[config.mk]
export PLATFORM = sky130hd
export DESIGN_NAME = gfsr_front
export DESIGN_NICKNAME = d
export VERILOG_FILES = /design/src/sv/gfsr_pkg.sv /design/src/sv/gfsr_front.sv
export SDC_FILE = /design/constraint.sdc
export NUM_CORES = 1
export LEC_CHECK = 0
export BUFFER_PORTS_ARGS = -buffer_cell sky130_fd_sc_hd__buf_2
export CORE_AREA = 2 2 39 41
export DETAILED_ROUTE_END_ITERATION = 6
export DIE_AREA = 0 0 41 43
export GPL_TIMING_DRIVEN = 0
export PLACE_DENSITY = 0.73
export RECOVER_POWER = 25
export SKIP_CTS_REPAIR_TIMING = 1
export SLEW_MARGIN = 10
export SYNTH_ARGS = -nofsm -noshare
export SYNTH_HDL_FRONTEND = slang
export SYNTH_SLANG_ARGS = --single-unit
export TNS_END_PERCENT = 10
[constraint.sdc]
create_clock -name clk_i -period 1.6 [get_ports clk_i]
set_input_delay 0.32 -clock clk_i [delete_from_list [all_inputs] [get_ports clk_i]]
set_output_delay 0.32 -clock clk_i [all_outputs]
set_load 0.01 [all_outputs]
[src/sv/gfsr_pkg.sv]
// Shared types and constants for the twisted GFSR 64-bit random generator.
// Used by the front end, the command queue, the back end and the top level.
// Depends on nothing.
`timescale 1ns / 1ps
`default_nettype none

package gfsr_pkg;

  // Table geometry.
  localparam int unsigned STATE_WORDS = 312;
  localparam int unsigned ADDR_W      = 9;
  localparam int unsigned TWIST_NEAR  = 31;
  localparam int unsigned TWIST_FAR   = 156;

  // Read index value that marks a table that was never filled.
  localparam logic [ADDR_W-1:0] UNSEEDED  = ADDR_W'(313);
  localparam logic [ADDR_W-1:0] LAST_ADDR = ADDR_W'(STATE_WORDS - 1);

  // Depth of the queue between front and back end.
  localparam int unsigned QUEUE_DEPTH = 2;

  // Seeding, twist and tempering constants.
  localparam logic [16:0] SEED_MULT   = 17'd69069;
  localparam logic [63:0] TWIST_CONST = 64'hB5026F5AA96619E9;
  localparam logic [63:0] TEMPER_B    = 64'hD66B5EF5B4DA0000;
  localparam logic [63:0] TEMPER_C    = 64'hFDED6BE000000000;
  localparam int unsigned TEMPER_S1   = 29;
  localparam int unsigned TEMPER_S2   = 17;
  localparam int unsigned TEMPER_S3   = 37;
  localparam int unsigned TEMPER_S4   = 41;

  // What the back end has to do for one item.
  typedef enum logic [1:0] {
    OP_READ  = 2'd0,
    OP_FILL  = 2'd1,
    OP_TWIST = 2'd2
  } op_e;

  typedef struct packed {
    op_e               op;
    logic [ADDR_W-1:0] addr;
  } cmd_t;

  typedef struct packed {
    logic idle;
    logic table_busy;
  } bk_status_t;

endpackage

`default_nettype wire

[src/sv/gfsr_front.sv]
// Front end of the random generator: accepts items, tracks the read index and
// turns each request into a read, fill-then-read or twist-then-read command.
// Depends on gfsr_pkg.
`timescale 1ns / 1ps
`default_nettype none

module gfsr_front (
  input  wire logic          clk_i,
  input  wire logic          rst_ni,
  input  wire logic          in_valid_i,
  output logic               in_ready_o,
  input  wire logic          request_i,
  input  wire logic          q_full_i,
  output logic               q_push_o,
  output gfsr_pkg::cmd_t     q_cmd_o
);
  import gfsr_pkg::*;

  logic [ADDR_W-1:0] idx_q, idx_d;

  assign in_ready_o = !q_full_i;
  // Items with the request bit clear are taken and dropped.
  assign q_push_o   = in_valid_i && in_ready_o && request_i;

  always_comb begin
    if (idx_q >= ADDR_W'(STATE_WORDS)) begin
      q_cmd_o.op   = (idx_q == ADDR_W'(STATE_WORDS)) ? OP_TWIST : OP_FILL;
      q_cmd_o.addr = '0;
      idx_d        = ADDR_W'(1);
    end else begin
      q_cmd_o.op   = OP_READ;
      q_cmd_o.addr = idx_q;
      idx_d        = idx_q + ADDR_W'(1);
    end
  end

  always_ff @(posedge clk_i or negedge rst_ni) begin
    if (!rst_ni) begin
      idx_q <= UNSEEDED;
    end else if (q_push_o) begin
      idx_q <= idx_d;
    end
  end

endmodule

`default_nettype wire

==> flow_summary.ini <==
[status]
status = finished with violations
violations = setup timing

[floorplan]
boundaryPins = 18
core-area_um2 = 1380
start_util = 0.458
die_y_um = 43
row_count = 14
die_w_um = 41
die_area_um2 = 1760

[synthesis]
yosys.area_share.adder = 0.0394
synth_compound_area_frac = 0.217
ys_seq_elements = 9
muxShareOfSynthArea = 0.0158
syn_area_per_cell_um2 = 8.57
synthXorXnorAreaFrac = 0
syn-cell-area_um2 = 634
yosys_warnings = 0
ys_types = 32
syn_inst = 74
synthSimpleGateAreaFrac = 0.316
seq_area_frac_synth = 0.365
synth_top_family_by_area = simple AND/OR/NAND/NOR gates
syn-num-nets = 81

[grt]
grt_start_max_net_pins = 11
grt_first_pass_wirelength_um = 2360
grt_pass1_vias = 560
overflow = 0
grt_antenna_before_repair = 0
track_usage = 0.190

[timing]
finalSetupViolations = 10
slew_headroom = 0.677
setup_slack_ns = -0.226
worst_pin_slew_ns = 0.484
fmax_ghz = 0.548
finalCritPeriodShare = 1.14
hold_violations = 0
whs_ns = 0.447
rsz0062_at_grt = true
fin_crit_ns = 1.83
finClkSkew_ns = 0.00367
maxSlewViolCount = 0

[pwr]
clock_power_share = 0.184
power_density_nw_per_um2 = 1110
p_comb_frac = 0.398
peakVddDrop_mv = 0.648
power_w = 0.000960
p_sw_w = 0.000377
swShare = 0.393
pwr-share-seq = 0.417
p_int_w = 0.000582
p_leak_nw = 0.390

[drt]
ant_nets = 0
vias_per_cell = 5.62
drt_wl_total_um = 1500
routed-via-count = 657
drt_iter0_drc = 15
drc_errors = 0
dr.pass1.iters = 4
avgRoutedWirePerCell_um = 12.8

[clock_tree]
numCtsBuffers = 3
cts-root-buf = clkbuf_4
clock_latency_ns = 0.26
cts_sinks = 9
path_clk_slew_ns = 0.06
clockBufferDepth = 2
cts_tree = yes
clock_tree.htree_level_count = 1

[finish]
antenna-diode-count = 0
drive_gt1_frac = 0.426
biggestRegsByFlops = idx_q (9)
finalInstanceArea_um2 = 865
largest_reg_flops = 9
final_cells = 117
nets = 109
area_delta_synth_final_pct = 36.3
final_common_cell = buf_2
num-fill-cells = 132
regMostFlops = idx_q
finish.utilization = 0.625
layout_common_cells = buf_2 (16), nor2_1 (7), nand2_1 (7)

[critical_path]
required_ns = 1.28
critical_path_class = reg -> out
crit_path_start_kind = flop
worstPathMaxFanout = 4
arrival_ns = 1.51
worst_setup_path_end_kind = output pin
reg2reg_depth = 5

[min_path]
min-delay-path-class = in -> reg
hold_path_depth = 4

[place]
place_inst = 107
post_dp_cell_area_um2 = 739
gp_congestion = 0.812
portBuffers = 17
dp_hpwl_um = 996

[job]
cap_violations = 0
## routing by layer
metal  vias to the layer above  GRT usage  part of all wire
li1                        318          -                 -
met1                       316      0.294              0.45
met2                        19      0.263              0.50
met3                         4     0.0314             0.040
met4                         0     0.0600             0.012
met5                         -          0                 0
## path summary, 6_finish.rpt
path                       slack (ns)                  from              endpoint
max                             -0.23  idx_q[0]$_DFFE_PN1P_            q_cmd_o[9]
min                              0.45            in_valid_i  idx_q[3]$_DFFE_PN1P_
max reg2reg                     -0.03  idx_q[0]$_DFFE_PN1P_  idx_q[4]$_DFFE_PN1P_
min reg2reg                      0.53  idx_q[0]$_DFFE_PN1P_  idx_q[0]$_DFFE_PN1P_
max in group asynchronous        0.72                rst_ni  idx_q[3]$_DFFE_PN1P_
min in group asynchronous        0.53                rst_ni  idx_q[6]$_DFFE_PN0P_
## logic make-up after synthesis
group / Yosys count
compound gates: 19
fa+ha+maj: 2
buf+inv: 8
flops: 9
mux: 1
simple gates: 35
## cells in the mapped netlist, drive strengths merged
cell     instances  share of area
a21o             1          0.012
a21oi            3          0.024
a311oi           1          0.024
and2             3          0.030
clkbuf           1         0.0059
dfrtp            4           0.16
dfstp            5           0.21
ha               2          0.039
inv              7          0.041
mux2i            1          0.016
nand2            7          0.041
nand2b           1         0.0099
nand3            6          0.047
nand3b           1          0.032
nor2             8          0.051
nor2b            3          0.030
nor3             1         0.0079
nor4             2          0.030
o2111ai          1          0.014
o211ai           1          0.012
o21ai            7          0.055
o311ai           2          0.039
o31a             1          0.014
o31ai            2          0.024
or3              1         0.0099
or4              1          0.012
or4b             1          0.016
## cell type report
| type | instances | area [um2] | share of cell area |
|---|---|---|---|
| Multi-Input combinational cell | 57 | 424 | 0.491 |
| Sequential cell | 9 | 233 | 0.269 |
| Timing Repair Buffer | 23 | 131 | 0.152 |
| Clock buffer | 4 | 26.3 | 0.0304 |
| Inverter | 7 | 26.3 | 0.0304 |
| Tap cell | 16 | 20.0 | 0.0232 |
| Buffer | 1 | 3.75 | 0.00434 |
## power groups by stage
stage | Combinational (W) | Clock (W) | Sequential (W)
final | 0.000382 | 0.000177 | 0.000400
after global routing | 0.000447 | 0.000196 | 0.000413
after CTS | 0.000322 | 0.000177 | 0.000382
after detailed placement | 0.000320 | 0 | 0.000385
after global placement | 0.000310 | 0 | 0.000381
after floorplan | 0.000225 | 0 | 0.000362
## worst max-delay path: stages, from the launching register on
cell and delay [ns]:
dfstp_2 0.56, inv_2 0.06, ha_4 0.14, nor2b_4 0.12, nor2_1 0.11, o31a_1 0.14
buf_2 0.12
## per-stage QoR
stage                     TNS (ns)  worst slack [ns]
after global placement      -0.738            -0.181
after floorplan                  0            0.0808
after detailed placement    -0.813            -0.201
after CTS                    -3.36            -0.493
after global routing         -2.47            -0.295
final                        -1.69            -0.226
(Power assumes the default switching activity.)
