[config.mk]
export PLATFORM = sky130hd
export DESIGN_NAME = gfsr_queue
export DESIGN_NICKNAME = d
export VERILOG_FILES = /design/src/sv/gfsr_pkg.sv /design/src/sv/gfsr_queue.sv
export SDC_FILE = /design/constraint.sdc
export NUM_CORES = 1
export LEC_CHECK = 0
export ABC_AREA = 1
export BUFFER_PORTS_ARGS = -buffer_cell sky130_fd_sc_hd__buf_2
export CAP_MARGIN = 20
export CORE_MARGIN = 5
export CORE_UTILIZATION = 53
export DETAILED_ROUTE_END_ITERATION = 8
export PLACE_DENSITY_LB_ADDON = 0.2
export SKIP_LAST_GASP = 1
export SYNTH_ARGS = -nofsm -noshare
export SYNTH_HDL_FRONTEND = slang
export SYNTH_SLANG_ARGS = --single-unit
[constraint.sdc]
create_clock -name clk_i -period 3.1 [get_ports clk_i]
set_clock_uncertainty 0.1 [all_clocks]
set_input_delay 0.155 -clock clk_i [delete_from_list [all_inputs] [get_ports clk_i]]
set_output_delay 0.155 -clock clk_i [all_outputs]
set_load 0.01 [all_outputs]
[src/sv/gfsr_pkg.sv]
// Shared types and constants for the twisted GFSR 64-bit random generator.
// Used by the front end, the command queue, the back end and the top level.
// Depends on nothing.
`timescale 1ns / 1ps
`default_nettype none

package gfsr_pkg;

  // Table geometry.
  localparam int unsigned STATE_WORDS = 312;
  localparam int unsigned ADDR_W      = 9;
  localparam int unsigned TWIST_NEAR  = 31;
  localparam int unsigned TWIST_FAR   = 156;

  // Read index value that marks a table that was never filled.
  localparam logic [ADDR_W-1:0] UNSEEDED  = ADDR_W'(313);
  localparam logic [ADDR_W-1:0] LAST_ADDR = ADDR_W'(STATE_WORDS - 1);

  // Depth of the queue between front and back end.
  localparam int unsigned QUEUE_DEPTH = 2;

  // Seeding, twist and tempering constants.
  localparam logic [16:0] SEED_MULT   = 17'd69069;
  localparam logic [63:0] TWIST_CONST = 64'hB5026F5AA96619E9;
  localparam logic [63:0] TEMPER_B    = 64'hD66B5EF5B4DA0000;
  localparam logic [63:0] TEMPER_C    = 64'hFDED6BE000000000;
  localparam int unsigned TEMPER_S1   = 29;
  localparam int unsigned TEMPER_S2   = 17;
  localparam int unsigned TEMPER_S3   = 37;
  localparam int unsigned TEMPER_S4   = 41;

  // What the back end has to do for one item.
  typedef enum logic [1:0] {
    OP_READ  = 2'd0,
    OP_FILL  = 2'd1,
    OP_TWIST = 2'd2
  } op_e;

  typedef struct packed {
    op_e               op;
    logic [ADDR_W-1:0] addr;
  } cmd_t;

  typedef struct packed {
    logic idle;
    logic table_busy;
  } bk_status_t;

endpackage

`default_nettype wire

[src/sv/gfsr_queue.sv]
// Short command queue between the front end and the back end.
// Depends on gfsr_pkg for the command type.
`timescale 1ns / 1ps
`default_nettype none

module gfsr_queue #(
  parameter int unsigned Depth = gfsr_pkg::QUEUE_DEPTH
) (
  input  wire logic           clk_i,
  input  wire logic           rst_ni,
  input  wire logic           push_i,
  input  wire gfsr_pkg::cmd_t push_cmd_i,
  output logic                full_o,
  input  wire logic           pop_i,
  output logic                valid_o,
  output gfsr_pkg::cmd_t      cmd_o
);
  import gfsr_pkg::*;

  localparam int unsigned PtrW = (Depth > 1) ? $clog2(Depth) : 1;
  localparam int unsigned CntW = $clog2(Depth + 1);
  localparam logic [PtrW-1:0] LastPtr = PtrW'(Depth - 1);

  cmd_t            entry_q [Depth];
  logic [PtrW-1:0] wr_ptr_q, rd_ptr_q;
  logic [CntW-1:0] count_q;
  logic            do_push, do_pop;

  assign full_o  = (count_q == CntW'(Depth));
  assign valid_o = (count_q != '0);
  assign cmd_o   = entry_q[rd_ptr_q];
  assign do_push = push_i && !full_o;
  assign do_pop  = pop_i && valid_o;

  always_ff @(posedge clk_i or negedge rst_ni) begin
    if (!rst_ni) begin
      wr_ptr_q <= '0;
      rd_ptr_q <= '0;
      count_q  <= '0;
    end else begin
      if (do_push) begin
        wr_ptr_q <= (wr_ptr_q == LastPtr) ? '0 : wr_ptr_q + PtrW'(1);
      end
      if (do_pop) begin
        rd_ptr_q <= (rd_ptr_q == LastPtr) ? '0 : rd_ptr_q + PtrW'(1);
      end
      if (do_push && !do_pop) begin
        count_q <= count_q + CntW'(1);
      end else if (do_pop && !do_push) begin
        count_q <= count_q - CntW'(1);
      end
    end
  end

  always_ff @(posedge clk_i) begin
    if (do_push) begin
      entry_q[wr_ptr_q] <= push_cmd_i;
    end
  end

endmodule

`default_nettype wire

==> reports/qor.yml, run 1 <==
startpoint: "count_q[1]$_DFFE_PN0P_"
timing.final.crit_share_pct: 58.17
grt_overflow: 0
dpl_cell_area_sq_um: 1196
power_density_nw_per_um2: 806.4
post_cts_buffers: 0
vias: 724
dr.pass1.iters: 4
area_delta_synth_final_pct: 30.40
crit_arrival_ps: 1650
setup_viol: 0
yosys_register_bits: 26
grt_pass1_vias: 732
seq_area_sq_um: 760.7
seq_area_frac_synth_pct: 73.34
netlist_area_sq_um: 1037
ant_nets: 0
critPathMaxStageDelay_ps: 680
max_freq_ghz: 0.5546
yosysTopAreaCell: "edfxtp_1"
slew_headroom_pct: 42.28
cap_violations: 0
core.rowCount: 16
grt_antenna_before_repair: 0
crit_required_ps: 2940
r2r_end: "entry_q[1][5]$_DFFE_PP_"
final_common_cell: "nand2_1"
report.final.slew_viol_count: 0
cp_max_fo: 11
dp_hpwl_um: 1268
io_buffers: 27
grt_pass1_wl_um: 2960
cp_cell_sequence: "inv_1 -> o21ai_0 -> nor2_1"
gp_congestion: 0.7119
wl_um: 1820
setup_tns_ps: 0
fillers: 156
reg2reg_depth: 3
cts_buffers: 3
leakagePower_nw: 0.6225
cp-endpoint: "entry_q[1][5]$_DFFE_PP_"
synth_cells: 89
htreeDepth: 1
start_kind: "flip-flop"
avgSynthCellArea_sq_um: 11.65
cts_tree: "done"
multi_input_area_sq_um: 236.5
most-common-layout-cells: "nand2_1, buf_2, edfxtp_1, dlygate4sd3_1, inv_1"
cts-root-buf: "clkbuf_4"
period_minus_slack_ps: 1803
num-nets-final: 148
die_w_um: 54.24
rrSetupSlack_ps: 1300
critical_path_class: "flip-flop to flip-flop"
clock_latency_ps: 300
status: "finished clean"
worstMarginPinSlew_ps: 862.6
hold_path.class: "input pin to asynchronous set/reset pin"
netlist_top_cells_area: "edfxtp_1, nand2_1, dfrtp_1"
core_sq_um: 1922
grt_max_degree: 15
cts.sinks: 26
layout-drive-gt1-share_pct: 28.24
endpoint_kind: "flip-flop"
wire_per_inst_um: 11.52
cp_slowest_cell: "nor2_1"
hold_viol: 0
synth.distinct_cells: 15
path_clk_slew_ps: 120
dieArea_sq_um: 2942
num_io_pins: 28
vias_per_cell: 4.582
gr-usage-all-layers_pct: 14.64
finish.instance_area_sq_um: 1353
yosys_warnings: 0
yosysTopAreaCellShare_pct: 63.69
syn-num-nets: 105
reg2reg_from: "count_q[1]$_DFFE_PN0P_"
die_h_um: 54.24
drtIter0Drc: 7
ir_drop_uv: 483.8
clockBufferDepth: 2
n_antenna_cell: 0
initial_core_util_pct: 53.97
rsz0062_at_grt: "no"
remaining_drc_errors: 0
per-layer routing:
| layer | vias up | track usage (%) | routed length [um] |
|---|---|---|---|
| met2 | 16 | 25.30 | 948 |
| met3 | 2 | 3.270 | 93 |
| met5 | - | 0 | 0 |
| li1 | 372 | - | - |
| met1 | 334 | 17.09 | 764 |
| met4 | 0 | 7.054 | 13 |
how the worst min path moves through the flow:
| stage | from | slack, ps | to |
|---|---|---|---|
| 2_1_floorplan | rst_ni | -240 | count_q[0]$_DFFE_PN0P_ |
| 3_3_place_gp | rst_ni | -130 | count_q[1]$_DFFE_PN0P_ |
| 3_5_place_dp | rst_ni | -130 | count_q[1]$_DFFE_PN0P_ |
| 4_1_cts | pop_i | 7 | rd_ptr_q$_DFFE_PN0P_ |
| 5_1_grt | rst_ni | 60 | rd_ptr_q$_DFFE_PN0P_ |
| 6_report | rst_ni | 80 | count_q[1]$_DFFE_PN0P_ |
synth_stat cells:
cell,number
o21ai_0,1
inv_2,2
dfrtp_1,4
nor2_4,1
nand2_2,3
nand4_1,1
nor2_1,1
nor2_2,1
xnor2_1,1
nand3_1,2
edfxtp_1,22
inv_1,6
nand2_1,41
buf_2,2
ha_1,1
power breakdown:
group / leakage [nW] / total, W / switching [W] / internal [W]
clock: 0.0154 / 0.000134 / 0.0000875 / 0.0000469
combinational: 0.354 / 0.000416 / 0.000260 / 0.000156
sequential: 0.253 / 0.000540 / 0.0000573 / 0.000483
total: 0.622 / 0.00109 / 0.000405 / 0.000686
critical path, delay by kind of cell (launching register included):
kind	cells	cell delay, ps
compound gates	1	130
buf+inv	1	140
flops	1	400
simple gates	1	680
registers in the layout (all words and copies together), names as in the netlist:
signal    cells
count_q       2
wr_ptr_q      1
rd_ptr_q      1
entry_q      22
metrics by stage:
| step | utilization (%) | power, W | worst slack (ps) | instances | hold WS [ps] |
|---|---|---|---|---|---|
| finish | 70.38 | 0.001091 | 1297 | 158 | 76.83 |
| floorplan | - | 0.0008069 | 1540 | 89 | -240.6 |
| CTS | 69.86 | 0.001098 | 1277 | 157 | 6.845 |
| global route | 70.38 | 0.001180 | 1133 | 158 | 59.32 |
| global placement | 62.24 | 0.0009378 | 1322 | 141 | -132.6 |
| detailed placement | 62.24 | 0.0009553 | 1290 | 141 | -132.0 |
layout make-up:
type,instances,area share (%)
clock buffer,3,1.665
clock inverter,1,0.2775
inverter,8,2.220
multi-input combinational,53,17.48
sequential,26,56.24
tap,27,2.498
timing repair buffer,40,19.61
logic make-up after synthesis:
logic type               Yosys count  share of synthesized area [%]
AND/OR/NAND/NOR                   50                          20.27
flip-flops                        26                          73.34
buffers and inverters             10                          3.860
AO/OA/AOI/OAI                      1                         0.4820
XOR/XNOR                           1                         0.8445
adder cells (fa/ha/maj)            1                          1.206
repair_timing:
action / 4_1_cts / 5_1_grt
resized for setup: 0 / 0
endpoints found under the hold margin: 26 / 1
hold buffers: 12 / 1
endpoints found under the setup margin: 0 / 0
Note: power is estimated with default switching activity, not from simulation.
==> inputs of run 2 (changes only) <==
--- a/config.mk
+++ b/config.mk
@@ -9,7 +9,7 @@
 export BUFFER_PORTS_ARGS = -buffer_cell sky130_fd_sc_hd__buf_2
 export CAP_MARGIN = 20
 export CORE_MARGIN = 5
-export CORE_UTILIZATION = 53
+export CORE_UTILIZATION = 50
 export DETAILED_ROUTE_END_ITERATION = 8
 export PLACE_DENSITY_LB_ADDON = 0.2
 export SKIP_LAST_GASP = 1
==> constraint.sdc (replaced) <==
create_clock -name clk_i -period 1.68 [get_ports clk_i]
set_clock_uncertainty 0.1 [all_clocks]
set_input_delay 0.084 -clock clk_i [delete_from_list [all_inputs] [get_ports clk_i]]
set_output_delay 0.084 -clock clk_i [all_outputs]
set_load 0.01 [all_outputs]
==> run 2 against run 1 <==
Compared with the run above: fmax up 22%; clock-buffer cell count grew 1; sequential power grew 77%; combinational power grew 110%; total power is 91% higher.
==> reports/qor.yml, run 2 (synthesis results as in run 1) <==
status: "finished clean"
top_register: "entry_q"
worstMarginPinSlew_ps: 232.7
ir_drop_uv: 1026
core_sq_um: 1962
start_kind: "flip-flop"
critical-path-top-delay-family: "flip-flops"
setup_tns_ps: 0
most-common-layout-cells: "nand2_1, buf_2, edfxtp_1, dlygate4sd3_1, inv_1"
grt_pass1_wl_um: 3256
wire_per_inst_um: 11.07
die_h_um: 55.55
max_freq_ghz: 0.6743
power_density_nw_per_um2: 1486
crit_arrival_ps: 1590
layout-drive-gt1-share_pct: 30.66
dpl_cell_area_sq_um: 1234
grt_overflow: 0
grt_pass1_vias: 800
critPathMaxStageDelay_ps: 460
post_cts_buffers: 0
num_io_pins: 28
final_common_cell: "nand2_1"
largest_reg_flops: 22
cts.sinks: 26
hold_viol: 0
report.final.slew_viol_count: 0
cp_max_fo: 5
cts_tree: "done"
leakagePower_nw: 0.6519
critical_path_class: "flip-flop to flip-flop"
dieArea_sq_um: 3085
cp_slowest_cell: "dfrtp_1"
finish.instance_area_sq_um: 1400
clockBufferDepth: 2
path_clk_slew_ps: 120
crit_buf_inv: 1
cap_violations: 0
n_antenna_cell: 0
dp_hpwl_um: 1239
endpoint_kind: "flip-flop"
rsz0062_at_grt: "no"
setup_viol: 0
hold_path.class: "input pin to flip-flop"
cts-root-buf: "clkbuf_4"
slew_headroom_pct: 84.32
grt_antenna_before_repair: 0
cp_cell_sequence: "nor2_2 -> nor2_4 -> ha_1 -> inv_1 -> nand3_1 -> nand2_1 -> nand2_1"
period_minus_slack_ps: 1483
drtIter0Drc: 19
core.rowCount: 16
hold_ws_ps: 20.02
gp_congestion: 0.8327
crit_required_ps: 1780
io_buffers: 27
clock_latency_ps: 300
area_delta_synth_final_pct: 34.98
vias_per_cell: 4.396
vias: 721
die_w_um: 55.55
htreeDepth: 1
cpMostUsedCell: "nand2_1"
grt_max_degree: 15
initial_core_util_pct: 52.87
dr.pass1.iters: 4
cts_resized: 0
remaining_drc_errors: 0
gr-usage-all-layers_pct: 13.47
wl_um: 1816
ant_nets: 0
cts_buffers: 3
num-nets-final: 154
reg_top3: "entry_q (22), count_q (2)"
timing.final.crit_share_pct: 88.27
==> run 2: cell count changes in the layout (fill, tap and decap cells not counted), sizes merged <==
cell	before	now
clkbuf	3	4
clkinv	1	0
buf	27	32
dlygate4sd3	13	14
==> run 2: cell type report <==
type | count | area [sq um]
Fill cell | 156 | 561.8
Timing Repair Buffer | 46 | 312.8
Clock buffer | 4 | 26.28
Sequential cell | 26 | 760.7
Inverter | 8 | 30.03
Multi-Input combinational cell | 53 | 236.5
Tap cell | 27 | 33.78
==> run 2: path summary, 6_finish.rpt <==
check                                  startpoint                endpoint  slack [ps]  cells past startpoint
setup / recovery           count_q[0]$_DFFE_PN0P_  count_q[1]$_DFFE_PN0P_         200                      7
hold / removal                             push_i    wr_ptr_q$_DFFE_PN0N_          20                      4
setup reg to reg           count_q[0]$_DFFE_PN0P_  count_q[1]$_DFFE_PN0P_         200                      7
hold reg to reg              wr_ptr_q$_DFFE_PN0N_    wr_ptr_q$_DFFE_PN0N_         410                      2
max in group asynchronous                  rst_ni    wr_ptr_q$_DFFE_PN0N_         730                      3
min in group asynchronous                  rst_ni  count_q[0]$_DFFE_PN0P_         560                      3
==> run 2: where the power goes <==
group / leakage (nW) / switching [W] / internal [W]
sequential: 0.253 / 0.0000648 / 0.000890
clock: 0.0150 / 0.000159 / 0.0000924
combinational: 0.384 / 0.000530 / 0.000344
==> run 2: what timing repair did <==
action	4_1_cts	5_1_grt
hold buffers	14	0
endpoints found under the hold margin	27	0
endpoints found under the setup margin	0	0
==> run 2: metrics by stage <==
step	worst slack, ps	total power (W)	util (%)	instances
finish	197.0	0.002080	71.36	164
global route	91.32	0.002269	71.36	164
CTS	203.1	0.002101	71.36	164
detailed placement	224.2	0.001829	62.88	146
global placement	287.6	0.001801	62.88	146
floorplan	119.6	0.001489	-	89
==> run 2: metal layers <==
layer,vias to the layer above,part of all wire (%),GRT usage (%)
met4,0,1.2,6.250
met5,-,0,0
met3,4,5.9,3.263
met2,20,53,24.16
li1,383,-,-
met1,314,40,14.83
==> run 2: worst register-to-register path, stage by stage (launching register included) <==
cell and delay [ps]:
dfrtp_1 460, nor2_2 210, nor2_4 50, ha_1 300, inv_1 80, nand3_1 70, nand2_1 60, nand2_1 50
==> inputs of run 3 (changes only) <==
--- a/config.mk
+++ b/config.mk
@@ -12,6 +12,7 @@
 export CORE_UTILIZATION = 50
 export DETAILED_ROUTE_END_ITERATION = 8
 export PLACE_DENSITY_LB_ADDON = 0.2
+export RECOVER_POWER = 50
 export SKIP_LAST_GASP = 1
 export SYNTH_ARGS = -nofsm -noshare
 export SYNTH_HDL_FRONTEND = slang
==> run 3 against run 2 <==
Compared with the run above: core utilization is 0.64 points lower; wire length is 0.50% higher; clock power hardly changed; clock-buffer cell count stayed put; register-to-register slack hardly changed; hold slack worse by 4.3 ps; critical path type unchanged; sequential cell count stayed put.
==> reports/qor.yml, run 3 (synthesis results as in run 1) <==
seqPwrFrac_pct: 46.3
cp_slowest_cell: "dfrtp_1"
reg_top3: "entry_q (22), count_q (2)"
die_w_um: 55.55
wl_um: 1825
crit_buf_inv: 1
report.final.slew_viol_count: 0
critical-path-top-delay-family: "flip-flops"
p_int_w: 0.001313
setup_viol: 0
vias: 723
hold_viol: 0
crit_arrival_ps: 1580
grt_overflow: 0
leakagePower_nw: 0.6345
status: "finished clean"
io_buffers: 27
worstMarginPinSlew_ps: 230.5
hold_path.class: "input pin to flip-flop"
period_minus_slack_ps: 1482
clock_latency_ps: 300
combinationalPowerShare_pct: 41.6
wire_per_inst_um: 11.13
p_sw_w: 0.0007520
core_sq_um: 1962
gr-usage-all-layers_pct: 13.47
ant_nets: 0
most-common-layout-cells: "nand2_1, edfxtp_1, buf_2, dlygate4sd3_1, clkbuf_1"
setup_tns_ps: 0
timing.final.crit_share_pct: 88.19
core.rowCount: 16
ir_drop_uv: 1018
dr.pass1.iters: 4
grt_max_degree: 15
cts_resized: 0
cts_buffers: 3
dp_hpwl_um: 1239
drtIter0Drc: 11
cap_violations: 0
layout-drive-gt1-share_pct: 25.55
total_power_w: 0.002065
power_density_nw_per_um2: 1488
dpl.cell_count: 146
cts_tree: "done"
grt_antenna_before_repair: 0
start_kind: "flip-flop"
remaining_drc_errors: 0
grt_pass1_wl_um: 3256
crit_required_ps: 1780
dieArea_sq_um: 3085
clkPwrFrac_pct: 12.2
vias_per_cell: 4.409
p_sw_share_pct: 36.42
critPathMaxStageDelay_ps: 460
cp_max_fo: 5
n_antenna_cell: 0
slew_headroom_pct: 84.47
cts.sinks: 26
clockBufferDepth: 2
largest_reg_flops: 22
max_freq_ghz: 0.6749
hold_ws_ps: 15.72
endpoint_kind: "flip-flop"
dp_slack_ps: 224.2
num-nets-final: 154
die_h_um: 55.55
initial_core_util_pct: 52.87
setup_ws_ps: 198.4
final_cells: 164
area_delta_synth_final_pct: 33.78
final_common_cell: "nand2_1"
rsz0062_at_grt: "no"
grt_pass1_vias: 800
cpMostUsedCell: "nand2_1"
path_clk_slew_ps: 120
cp_cell_sequence: "nor2_2 -> nor2_4 -> ha_1 -> inv_1 -> nand3_1 -> nand2_1 -> nand2_1"
htreeDepth: 1
cts-root-buf: "clkbuf_4"
num_io_pins: 28
top_register: "entry_q"
gp_congestion: 0.8327
critical_path_class: "flip-flop to flip-flop"
-- run 3: layout make-up --
type	instances	area [sq um]
sequential	26	760.7
clock buffer	4	26.28
timing repair buffer	46	302.8
multi-input combinational	53	234.0
inverter	8	30.03
tap	27	33.78
fill	161	574.3
-- run 3: what timing repair did --
| action | in CTS | in global routing |
|---|---|---|
| setup buffers | 0 | 0 |
| endpoints found under the hold margin | 27 | 0 |
| hold buffers | 14 | 0 |
-- run 3: final timing paths --
path	from	to	slack, ps	cells past startpoint
setup / recovery	count_q[0]$_DFFE_PN0P_	count_q[1]$_DFFE_PN0P_	200	7
hold / removal	push_i	wr_ptr_q$_DFFE_PN0N_	20	4
setup reg to reg	count_q[0]$_DFFE_PN0P_	count_q[1]$_DFFE_PN0P_	200	7
hold reg to reg	wr_ptr_q$_DFFE_PN0N_	wr_ptr_q$_DFFE_PN0N_	410	2
max in group asynchronous	rst_ni	wr_ptr_q$_DFFE_PN0N_	740	3
min in group asynchronous	rst_ni	count_q[0]$_DFFE_PN0P_	560	3
-- run 3: layer usage --
layer | wire [um] | up-vias | part of all wire (%) | global-route usage (%)
met2 | 955 | 20 | 52 | 24.16
met3 | 102 | 4 | 5.6 | 3.263
met4 | 21 | 0 | 1.2 | 6.250
met1 | 746 | 317 | 41 | 14.83
met5 | 0 | - | 0 | 0
li1 | - | 382 | - | -
-- run 3: through the flow --
step	cell area (sq um)	utilization, %
floorplan	1037	-
global placement	1234	62.88
detailed placement	1234	62.88
CTS	1400	71.36
global route	1388	70.73
finish	1388	70.73
-- run 3: worst min-delay path, stage by stage --
cell	delay [ps]
buf_2	80
o21ai_0	100
nand2_1	80
nand2_1	50
-- run 3: power by group through the flow --
stage	sequential (W)	clock (W)	combinational, W
finish	0.000956	0.000251	0.000858
global route	0.000970	0.000296	0.000985
CTS	0.000953	0.000261	0.000887
detailed placement	0.000968	0	0.000861
global placement	0.000962	0	0.000839
floorplan	0.000962	0	0.000527
